**config.mk**
```make
export PLATFORM = sky130hd
export DESIGN_NAME = contrast_stretch_min_max
export DESIGN_NICKNAME = d
export VERILOG_FILES = /design/src/design/cs_pkg.sv /design/src/design/contrast_stretch_min_max.sv /design/src/design/cs_front.sv /design/src/design/cs_queue.sv /design/src/design/cs_back.sv
export SDC_FILE = /design/constraint.sdc
export NUM_CORES = 1
export LEC_CHECK = 0
export BUFFER_PORTS_ARGS = -buffer_cell sky130_fd_sc_hd__clkbuf_2
export CAP_MARGIN = 10
export CORE_MARGIN = 2
export CORE_UTILIZATION = 60
export DETAILED_ROUTE_END_ITERATION = 16
export MAX_ROUTING_LAYER = met4
export PLACE_DENSITY = 0.81
export SYNTH_ARGS = -nofsm -noshare
export SYNTH_HDL_FRONTEND = slang
export SYNTH_HIERARCHICAL = 1
export SYNTH_SLANG_ARGS = --single-unit
export TNS_END_PERCENT = 5
```
**constraint.sdc**
```tcl
create_clock -name clk -period 17.8 [get_ports clk]
set_clock_uncertainty 0.2 [all_clocks]
set_input_delay 3.56 -clock clk [delete_from_list [all_inputs] [get_ports clk]]
set_output_delay 3.56 -clock clk [all_outputs]
set_load 0.01 [all_outputs]
```
**src/design/cs_pkg.sv**
```systemverilog
package cs_pkg;

  localparam int PIXEL_BITS  = 8;
  localparam int NUM_W       = 2 * PIXEL_BITS;
  localparam int CNT_W       = (PIXEL_BITS > 1) ? $clog2(PIXEL_BITS) : 1;
  localparam int QUEUE_DEPTH = 2;

  localparam logic [PIXEL_BITS-1:0] MAX_CODE = '1;
  localparam logic [CNT_W-1:0]      LAST_STEP = CNT_W'(PIXEL_BITS - 1);

  typedef enum logic {
    REQ_MEASURE = 1'b0,
    REQ_MAP     = 1'b1
  } req_kind_t;

  typedef struct packed {
    logic                  req_type;
    logic [PIXEL_BITS-1:0] pixel_value;
    logic                  first_of_plane;
  } in_t;

  typedef struct packed {
    logic [PIXEL_BITS-1:0] mapped_value;
    logic [PIXEL_BITS-1:0] limit_low;
    logic [PIXEL_BITS-1:0] limit_high;
    logic                  flat;
  } out_t;

  // One classified map transaction handed from the front to the back.
  typedef struct packed {
    logic                  need_div;
    logic [NUM_W-1:0]      num;
    logic [PIXEL_BITS-1:0] den;
    logic [PIXEL_BITS-1:0] quick;
    logic [PIXEL_BITS-1:0] lo;
    logic [PIXEL_BITS-1:0] hi;
    logic                  flat;
  } job_t;

endpackage

```
**src/design/contrast_stretch_min_max.sv**
```systemverilog
// A measure transaction updates the limits in the cycle it is accepted and gives no result.
// A map transaction waits in the queue until the back takes it. A direct answer (flat or
// saturated) is registered as it is taken; otherwise the 8-step radix-2 divider runs first.
// The divider sets throughput: the back takes no job while it divides; busy rises when
// the two-entry queue in front of it is full. The receiver cannot stall the result strobe.
// Synchronous reset clears the limits to 255 and 0, empties the queue and idles the divider.
module contrast_stretch_min_max #(
  parameter int QUEUE_DEPTH = cs_pkg::QUEUE_DEPTH
) (
  input  logic         clk,
  input  logic         rst,
  input  logic         start,
  input  cs_pkg::in_t  item,
  output logic         busy,
  output logic         result_valid,
  output cs_pkg::out_t result
);
  import cs_pkg::*;

  logic full;
  logic push;
  logic pop;
  logic q_valid;
  job_t push_job;
  job_t head;

  cs_front u_front (
    .clk      (clk),
    .rst      (rst),
    .start    (start),
    .item     (item),
    .full     (full),
    .busy     (busy),
    .push     (push),
    .push_job (push_job)
  );

  cs_queue #(
    .DEPTH (QUEUE_DEPTH)
  ) u_queue (
    .clk      (clk),
    .rst      (rst),
    .push     (push),
    .push_job (push_job),
    .pop      (pop),
    .full     (full),
    .valid    (q_valid),
    .head     (head)
  );

  cs_back u_back (
    .clk          (clk),
    .rst          (rst),
    .valid        (q_valid),
    .head         (head),
    .pop          (pop),
    .result_valid (result_valid),
    .result       (result)
  );

endmodule

```
**src/design/cs_front.sv**
```systemverilog
module cs_front (
  input  logic          clk,
  input  logic          rst,
  input  logic          start,
  input  cs_pkg::in_t   item,
  input  logic          full,
  output logic          busy,
  output logic          push,
  output cs_pkg::job_t  push_job
);
  import cs_pkg::*;

  logic [PIXEL_BITS-1:0] min_seen;
  logic [PIXEL_BITS-1:0] max_seen;
  logic                  any_seen;
  logic [PIXEL_BITS-1:0] min_base;
  logic [PIXEL_BITS-1:0] max_base;
  logic [PIXEL_BITS-1:0] min_next;
  logic [PIXEL_BITS-1:0] max_next;
  logic [PIXEL_BITS-1:0] pix;
  logic [PIXEL_BITS-1:0] diff;
  logic                  accept;
  logic                  is_flat;

  assign busy   = full;
  assign accept = start && !busy;
  assign pix    = item.pixel_value;
  assign push   = accept && (item.req_type == REQ_MAP);

  always_comb begin
    min_base = item.first_of_plane ? MAX_CODE : min_seen;
    max_base = item.first_of_plane ? '0 : max_seen;
    min_next = (pix < min_base) ? pix : min_base;
    max_next = (pix > max_base) ? pix : max_base;
  end

  always_ff @(posedge clk) begin
    if (rst) begin
      min_seen <= MAX_CODE;
      max_seen <= '0;
      any_seen <= 1'b0;
    end else if (accept && (item.req_type == REQ_MEASURE)) begin
      min_seen <= min_next;
      max_seen <= max_next;
      any_seen <= 1'b1;
    end
  end

  assign is_flat = !any_seen || (max_seen <= min_seen);
  assign diff    = pix - min_seen;

  always_comb begin
    push_job.lo       = min_seen;
    push_job.hi       = max_seen;
    push_job.flat     = is_flat;
    push_job.num      = NUM_W'(diff) * NUM_W'(MAX_CODE);
    push_job.den      = max_seen - min_seen;
    push_job.need_div = 1'b0;
    push_job.quick    = '0;
    priority if (is_flat) begin
      push_job.quick = '0;
    end else if (pix <= min_seen) begin
      push_job.quick = '0;
    end else if (pix >= max_seen) begin
      push_job.quick = MAX_CODE;
    end else begin
      push_job.need_div = 1'b1;
    end
  end

endmodule

```
**src/design/cs_queue.sv**
```systemverilog
module cs_queue #(
  parameter int DEPTH = cs_pkg::QUEUE_DEPTH
) (
  input  logic          clk,
  input  logic          rst,
  input  logic          push,
  input  cs_pkg::job_t  push_job,
  input  logic          pop,
  output logic          full,
  output logic          valid,
  output cs_pkg::job_t  head
);
  import cs_pkg::*;

  localparam int PTR_W = (DEPTH > 1) ? $clog2(DEPTH) : 1;
  localparam int CNT_QW = $clog2(DEPTH + 1);
  localparam logic [PTR_W-1:0]  LAST_PTR = PTR_W'(DEPTH - 1);
  localparam logic [CNT_QW-1:0] FULL_CNT = CNT_QW'(DEPTH);

  job_t               mem [DEPTH];
  logic [PTR_W-1:0]   wr_ptr;
  logic [PTR_W-1:0]   rd_ptr;
  logic [CNT_QW-1:0]  count;
  logic               do_pop;

  assign full   = (count == FULL_CNT);
  assign valid  = (count != '0);
  assign head   = mem[rd_ptr];
  assign do_pop = pop && valid;

  always_ff @(posedge clk) begin
    if (push && !full) begin
      mem[wr_ptr] <= push_job;
    end
  end

  always_ff @(posedge clk) begin
    if (rst) begin
      wr_ptr <= '0;
      rd_ptr <= '0;
      count  <= '0;
    end else begin
      if (push && !full) begin
        wr_ptr <= (wr_ptr == LAST_PTR) ? '0 : wr_ptr + 1'b1;
      end
      if (do_pop) begin
        rd_ptr <= (rd_ptr == LAST_PTR) ? '0 : rd_ptr + 1'b1;
      end
      unique case ({push && !full, do_pop})
        2'b10:   count <= count + 1'b1;
        2'b01:   count <= count - 1'b1;
        default: count <= count;
      endcase
    end
  end

endmodule

```
**src/design/cs_back.sv**
```systemverilog
module cs_back (
  input  logic          clk,
  input  logic          rst,
  input  logic          valid,
  input  cs_pkg::job_t  head,
  output logic          pop,
  output logic          result_valid,
  output cs_pkg::out_t  result
);
  import cs_pkg::*;

  typedef enum logic {
    ST_IDLE,
    ST_DIV
  } state_t;

  state_t                state;
  logic [CNT_W-1:0]      step;
  logic [PIXEL_BITS-1:0] rem;
  logic [PIXEL_BITS-1:0] shift;
  logic [PIXEL_BITS-1:0] quot;
  logic [PIXEL_BITS-1:0] den;
  logic [PIXEL_BITS-1:0] lo;
  logic [PIXEL_BITS-1:0] hi;
  logic [PIXEL_BITS:0]   trial;
  logic                  ge;
  logic [PIXEL_BITS-1:0] rem_next;
  logic [PIXEL_BITS-1:0] quot_next;

  assign pop = (state == ST_IDLE) && valid;

  // One restoring division step per cycle; the remainder always stays below den.
  always_comb begin
    trial     = {rem, shift[PIXEL_BITS-1]};
    ge        = (trial >= {1'b0, den});
    rem_next  = ge ? PIXEL_BITS'(trial - {1'b0, den}) : trial[PIXEL_BITS-1:0];
    quot_next = {quot[PIXEL_BITS-2:0], ge};
  end

  always_ff @(posedge clk) begin
    if (rst) begin
      state        <= ST_IDLE;
      step         <= '0;
      result_valid <= 1'b0;
    end else begin
      result_valid <= 1'b0;
      unique case (state)
        ST_IDLE: begin
          if (valid) begin
            lo <= head.lo;
            hi <= head.hi;
            if (head.need_div) begin
              rem   <= head.num[NUM_W-1:PIXEL_BITS];
              shift <= head.num[PIXEL_BITS-1:0];
              den   <= head.den;
              quot  <= '0;
              step  <= '0;
              state <= ST_DIV;
            end else begin
              result.mapped_value <= head.quick;
              result.limit_low    <= head.lo;
              result.limit_high   <= head.hi;
              result.flat         <= head.flat;
              result_valid        <= 1'b1;
            end
          end
        end
        ST_DIV: begin
          rem   <= rem_next;
          quot  <= quot_next;
          shift <= {shift[PIXEL_BITS-2:0], 1'b0};
          step  <= step + 1'b1;
          if (step == LAST_STEP) begin
            result.mapped_value <= quot_next;
            result.limit_low    <= lo;
            result.limit_high   <= hi;
            result.flat         <= 1'b0;
            result_valid        <= 1'b1;
            state               <= ST_IDLE;
          end
        end
        default: state <= ST_IDLE;
      endcase
    end
  end

endmodule

```
---- Yosys cells after proc, flatten, opt, wreduce, memory -nomap -nowiden ----
Memory sizes are Yosys's and may differ from the RTL's. A register that Yosys moved wholly into a read port is not among the register bits.
Cells that the tools add are included.
storage, ports and cells
  flip-flop bits (word level) ............. 98
  RAM bits ................................ 100
  input bits .............................. 13
  output and inout bits ................... 27
  logic and storage cells ................. 104
  memories ................................ 1
memories
  name         depth  bits a word  read ports  clocked after memory_dff  write ports  RTL line        RTL
  u_queue.mem  2      50           1           1                         1            cs_queue.sv:20  job_t mem [DEPTH];
operators by class
  add/sub/neg operators ................... 8
  multiply operators ...................... 1
  magnitude comparators ................... 6
  eq/ne operators ......................... 8
  mux-type cells .......................... 42
  bitwise operators ....................... 3
  reductions and logical operators ........ 16
operators by type and width
  cell                  count
  $mux 8                12
  $mux 25               3
  $pmux 25 s2           1
  $pmux 8 s2            2
  $sub 8x8->8           3
  $le 8x8->1            2
  $mul 8x8->16 const B  1
  $mux 1                15
  $mux 7                2
  $pmux 7 s2            1
  $ge 9x8->1            1
  $ge 8x8->1            1
  $gt 8x8->1            1
  $lt 8x8->1            1
  $reduce_and 4->1      2
  $logic_and 1x1->1     6
  $mux 3                2
  $ne 2x2->1 const B    3
  $pmux 3 s2            1
  $reduce_and 3->1      2
  $eq 2x2->1 const B    2
  $pmux 1 s2            2
  $pmux 2 s2            1
  $reduce_bool 2->1     2
  11 further kinds      15

---- Longest topological paths before layout ----
  word-level depth ........................ 7
  depth in mapped cells ................... 24

---- Modules after synthesis ----
Netlist, hierarchy kept.
modules (own cells, without submodules)
  module    times used  cells each  area each (um2)  sequential area each (um2)
  cs_queue  1           182         3821.2           3103.0
  cs_front  1           446         3652.3           340.3
  cs_back   1           242         3435.8           2262.2

---- Least setup slack after synthesis ----
OpenSTA, ideal clock, no wires.
  path kind ............................... input-to-reg
  start point ............................. input port item[1] (netlist bit)
  end point ............................... memory u_queue/mem[0][47] (netlist bit) (data pin)
  data arrival time ....................... 8.832 ns
  required time ........................... 17.457 ns
  path slack .............................. 8.625 ns
  stages on the path ...................... 22
  path through ............................ inv_1 -> ha_1 -> inv_1 -> fa_1 -> a21o_1 -> a21oi_1 -> o21bai_1 -> a21oi_2 -> xnor2_1 -> xor2_1 -> ha_1 -> fa_1 -> inv_1 -> fa_1 -> fa_1 -> inv_1 -> ha_1 -> or3_1 -> o21bai_1 -> a21oi_1 -> or4_1 -> nand4_1
RTL lines
  item         RTL line                        RTL
  from (decl)  contrast_stretch_min_max.sv:13  input cs_pkg::in_t item,
  to (decl)    cs_queue.sv:20

==> out/results.ini <==
[pwr]
p_leak_nw=4.81
power.density_mw_per_mm2=178
vdd.ir_drop.worst_mv=0.172
power_mw=2.12

[route]
drtAntennaViolNets=0
drt_iter0_drc=432
drc_errors=0
wirelength_um=20600
via_count=6692
wl_per_cell_um=18.0
via_per_inst=5.84
dr.pass1.iters=5

[final_layout]
finalNonFillerCells=1146
nFillCells=1278
syn2layout_area_growth_pct=9.20
antenna_cells=0
layout-drive-gt1-share_pct=19.5
fin_util_pct=66.5
fin_nets=1030

[synth]
seq_area_frac_synth_pct=52.3
syn_avg_cell_area_sq_um=12.5
yosys_register_bits=199
ys_types=70
netlist.area_leader.share_pct=47.3
synthCells=870
yosys_warnings=6
synthesis.area_sq_mm=0.0109
synth_nets=996
async_flop_share_pct=0
yosys-top-cells-area=edfxtp_1, ha_1, mux2_2, dfxtp_1, fa_1
synth_ff_type=edfxtp_1
yosysTopAreaCell=edfxtp_1
synth_common_cells=edfxtp_1, ha_1, inv_1
synth_edf_count=172
yosysMostFrequentCell=edfxtp_1

[timing]
tns_ns=0
rsz0062_at_grt=false
setup_viol=0
fmax_mhz=108
drv_slew=0
finalHoldViolations=0
timing.final.crit_share_pct=51.9
relSlewSlack_pct=41.0
tightest_slew_ns=0.882
period_needed_ns=9.24
setup_ws_ns=8.56

[cts]
htreeDepth=4
clk_path_buf_depth=2
post_cts_resized=0
path_clk_slew_ns=0.08
clk_latency_ns=0.44
postCtsHoldBufs=0
cts_tree=yes
root_buffer=clkbuf_16
postCtsSetupBuffers=0
clock_sink_count=199
cts-buffers-inserted=17

[grt]
first_global_vias=6693
grt_use_met3_pct=3.90
grt_use_met1_pct=29.1
top_usage_layer=met2
use_met2_pct=36.2
gr-total-overflow=0
grt_pass1_wl_um=33500
antenna_found_initial=0
grtUsageTotal_pct=22.5
grt_max_degree=55

[worst_setup_path]
critPathKind=input port to register
cp_slowest_cell=fa_1
crit_buf_inv=5
slowest_delay_ns=0.54
worstPathArrival_ns=9.33
path_max_fanout=8
required_ns=17.89
start_kind=input port
path_delay_family=adder cells
path_cells=clkbuf_2 > inv_1 > ha_1 > inv_1 > fa_1 > a21o_1 > a21oi_1 > o21bai_1 > a21oi_2 > xnor2_1 > xor2_1 > ha_1 > fa_1 > inv_1 > fa_1 > fa_1 > inv_1 > ha_1 > or3_1 > o21bai_1 > a21oi_1 > or4_1 > nand4_1
cp-end-kind=register

[place]
dp_slack_ns=8.17
place_inst=1113
gp_congestion=0.902
portBuffers=39
hpwl_um=14300

[floorplan]
rows=49
coreArea_sq_mm=0.0179
die_h_um=139
start_util_pct=60.9
die_width_um=139
ios=40
die-area_sq_mm=0.0193

[status]
status=completed

[worst_hold_path]
hold_path_class=register to register

[flow_run]
maxCapViolations=0

[layout make-up]
type                            instances  area, sq um  share of cell area (%)
Clock buffer                           18          439                    3.69
Clock inverter                         14          178                    1.49
Inverter                               92          345                    2.90
Multi-Input combinational cell        546         4700                    39.4
Sequential cell                       199         5710                    47.9
Tap cell                              229          287                    2.41
Timing Repair Buffer                   48          260                    2.18
[cell usage in the layout, fill, tap and decap left out, types with 3 or more instances in the layout]
cell type	netlist	final
edfxtp_1	172	172
ha_1	90	90
inv_1	90	89
mux2_2	74	74
nor2_1	55	53
clkbuf_2	0	39
a21oi_1	29	29
o21ai_0	25	25
dfxtp_1	27	25
xnor2_1	24	24
fa_1	23	23
a21o_1	21	21
nor2b_1	19	19
clkbuf_16	0	17
nand2b_1	17	17
nand2_1	17	17
xor2_1	15	15
nor3_1	13	13
o21bai_1	12	12
nand3_1	11	11
and2_1	10	10
buf_4	9	8
a22oi_1	8	8
o21a_1	7	7
a31oi_1	6	6
clkinv_8	0	5
and3_1	6	5
a211oi_1	5	5
nand4_1	5	5
inv_8	0	4
or2_2	4	4
clkinv_4	0	3
a21oi_2	3	3
o21ai_1	3	3
inv_2	2	3
or3_1	3	3
[cell families (layout without fill, tap and decap cells)]
group,Yosys count,after routing,share of synthesized area [%]
AND/OR/NAND/NOR,174,174,8.42
flip-flops,199,199,52.3
buffers and inverters,125,172,4.77
adder cells (fa/ha/maj),114,114,14.6
multiplexers,75,75,7.73
AO/OA/AOI/OAI,143,143,8.87
XOR/XNOR,40,40,3.28
[per-stage QoR]
| step | hold slack, ns | cell area, sq um |
|---|---|---|
| final | 0.317 | 11900 |
| after global routing | 0.330 | 11900 |
| after CTS | 0.305 | 11900 |
| after detailed placement | 0.294 | 11300 |
| after global placement | 0.268 | 11300 |
| after floorplan | 0.252 | 10900 |
[power breakdown]
part           internal (mW)  switching, mW  total [mW]  leakage [nW]
clock                  0.195          0.189       0.384         0.300
combinational          0.433          0.586        1.02          2.72
sequential             0.695         0.0198       0.715          1.79
[path summary, 6_finish.rpt]
path,startpoint,endpoint,slack [ns],cells after the start
setup / recovery,item[1],u_queue/mem[0][47]$_DFFE_PP_,8.56,23
hold / removal,u_queue/wr_ptr$_SDFFE_PP0P_,u_queue/wr_ptr$_SDFFE_PP0P_,0.32,2
setup reg to reg,u_front/min_seen[0]$_SDFFE_PP1P_,u_queue/mem[0][47]$_DFFE_PP_,11.33,21
hold reg to reg,u_queue/wr_ptr$_SDFFE_PP0P_,u_queue/wr_ptr$_SDFFE_PP0P_,0.32,2
[tightest hold or removal path, delay by kind of cell (launching register included)]
kind               cells  cell delay (ns)
AOI/OAI and AO/OA      2             0.15
DFF                    1             0.32
[layer usage]
layer	part of all wire, %	vias to the layer above
li1	-	3190
met1	44	3315
met2	49	156
met3	4.8	31
met4	1.9	0
met5	0	-
[sequential cells by signal (all words and copies together), names as in the netlist, named ones only]
signal               cells
u_queue/mem            100
u_back/result           25
u_back/den               8
u_back/hi                8
u_back/lo                8
u_back/rem               8
u_back/shift             8
u_front/max_seen         8
u_front/min_seen         8
u_back/quot              7
u_back/step              3
u_queue/count            2
u_back/result_valid      1
u_back/state             1
u_front/any_seen         1
u_queue/rd_ptr           1
u_queue/wr_ptr           1
No activity file was read; power rests on OpenSTA's default activity.
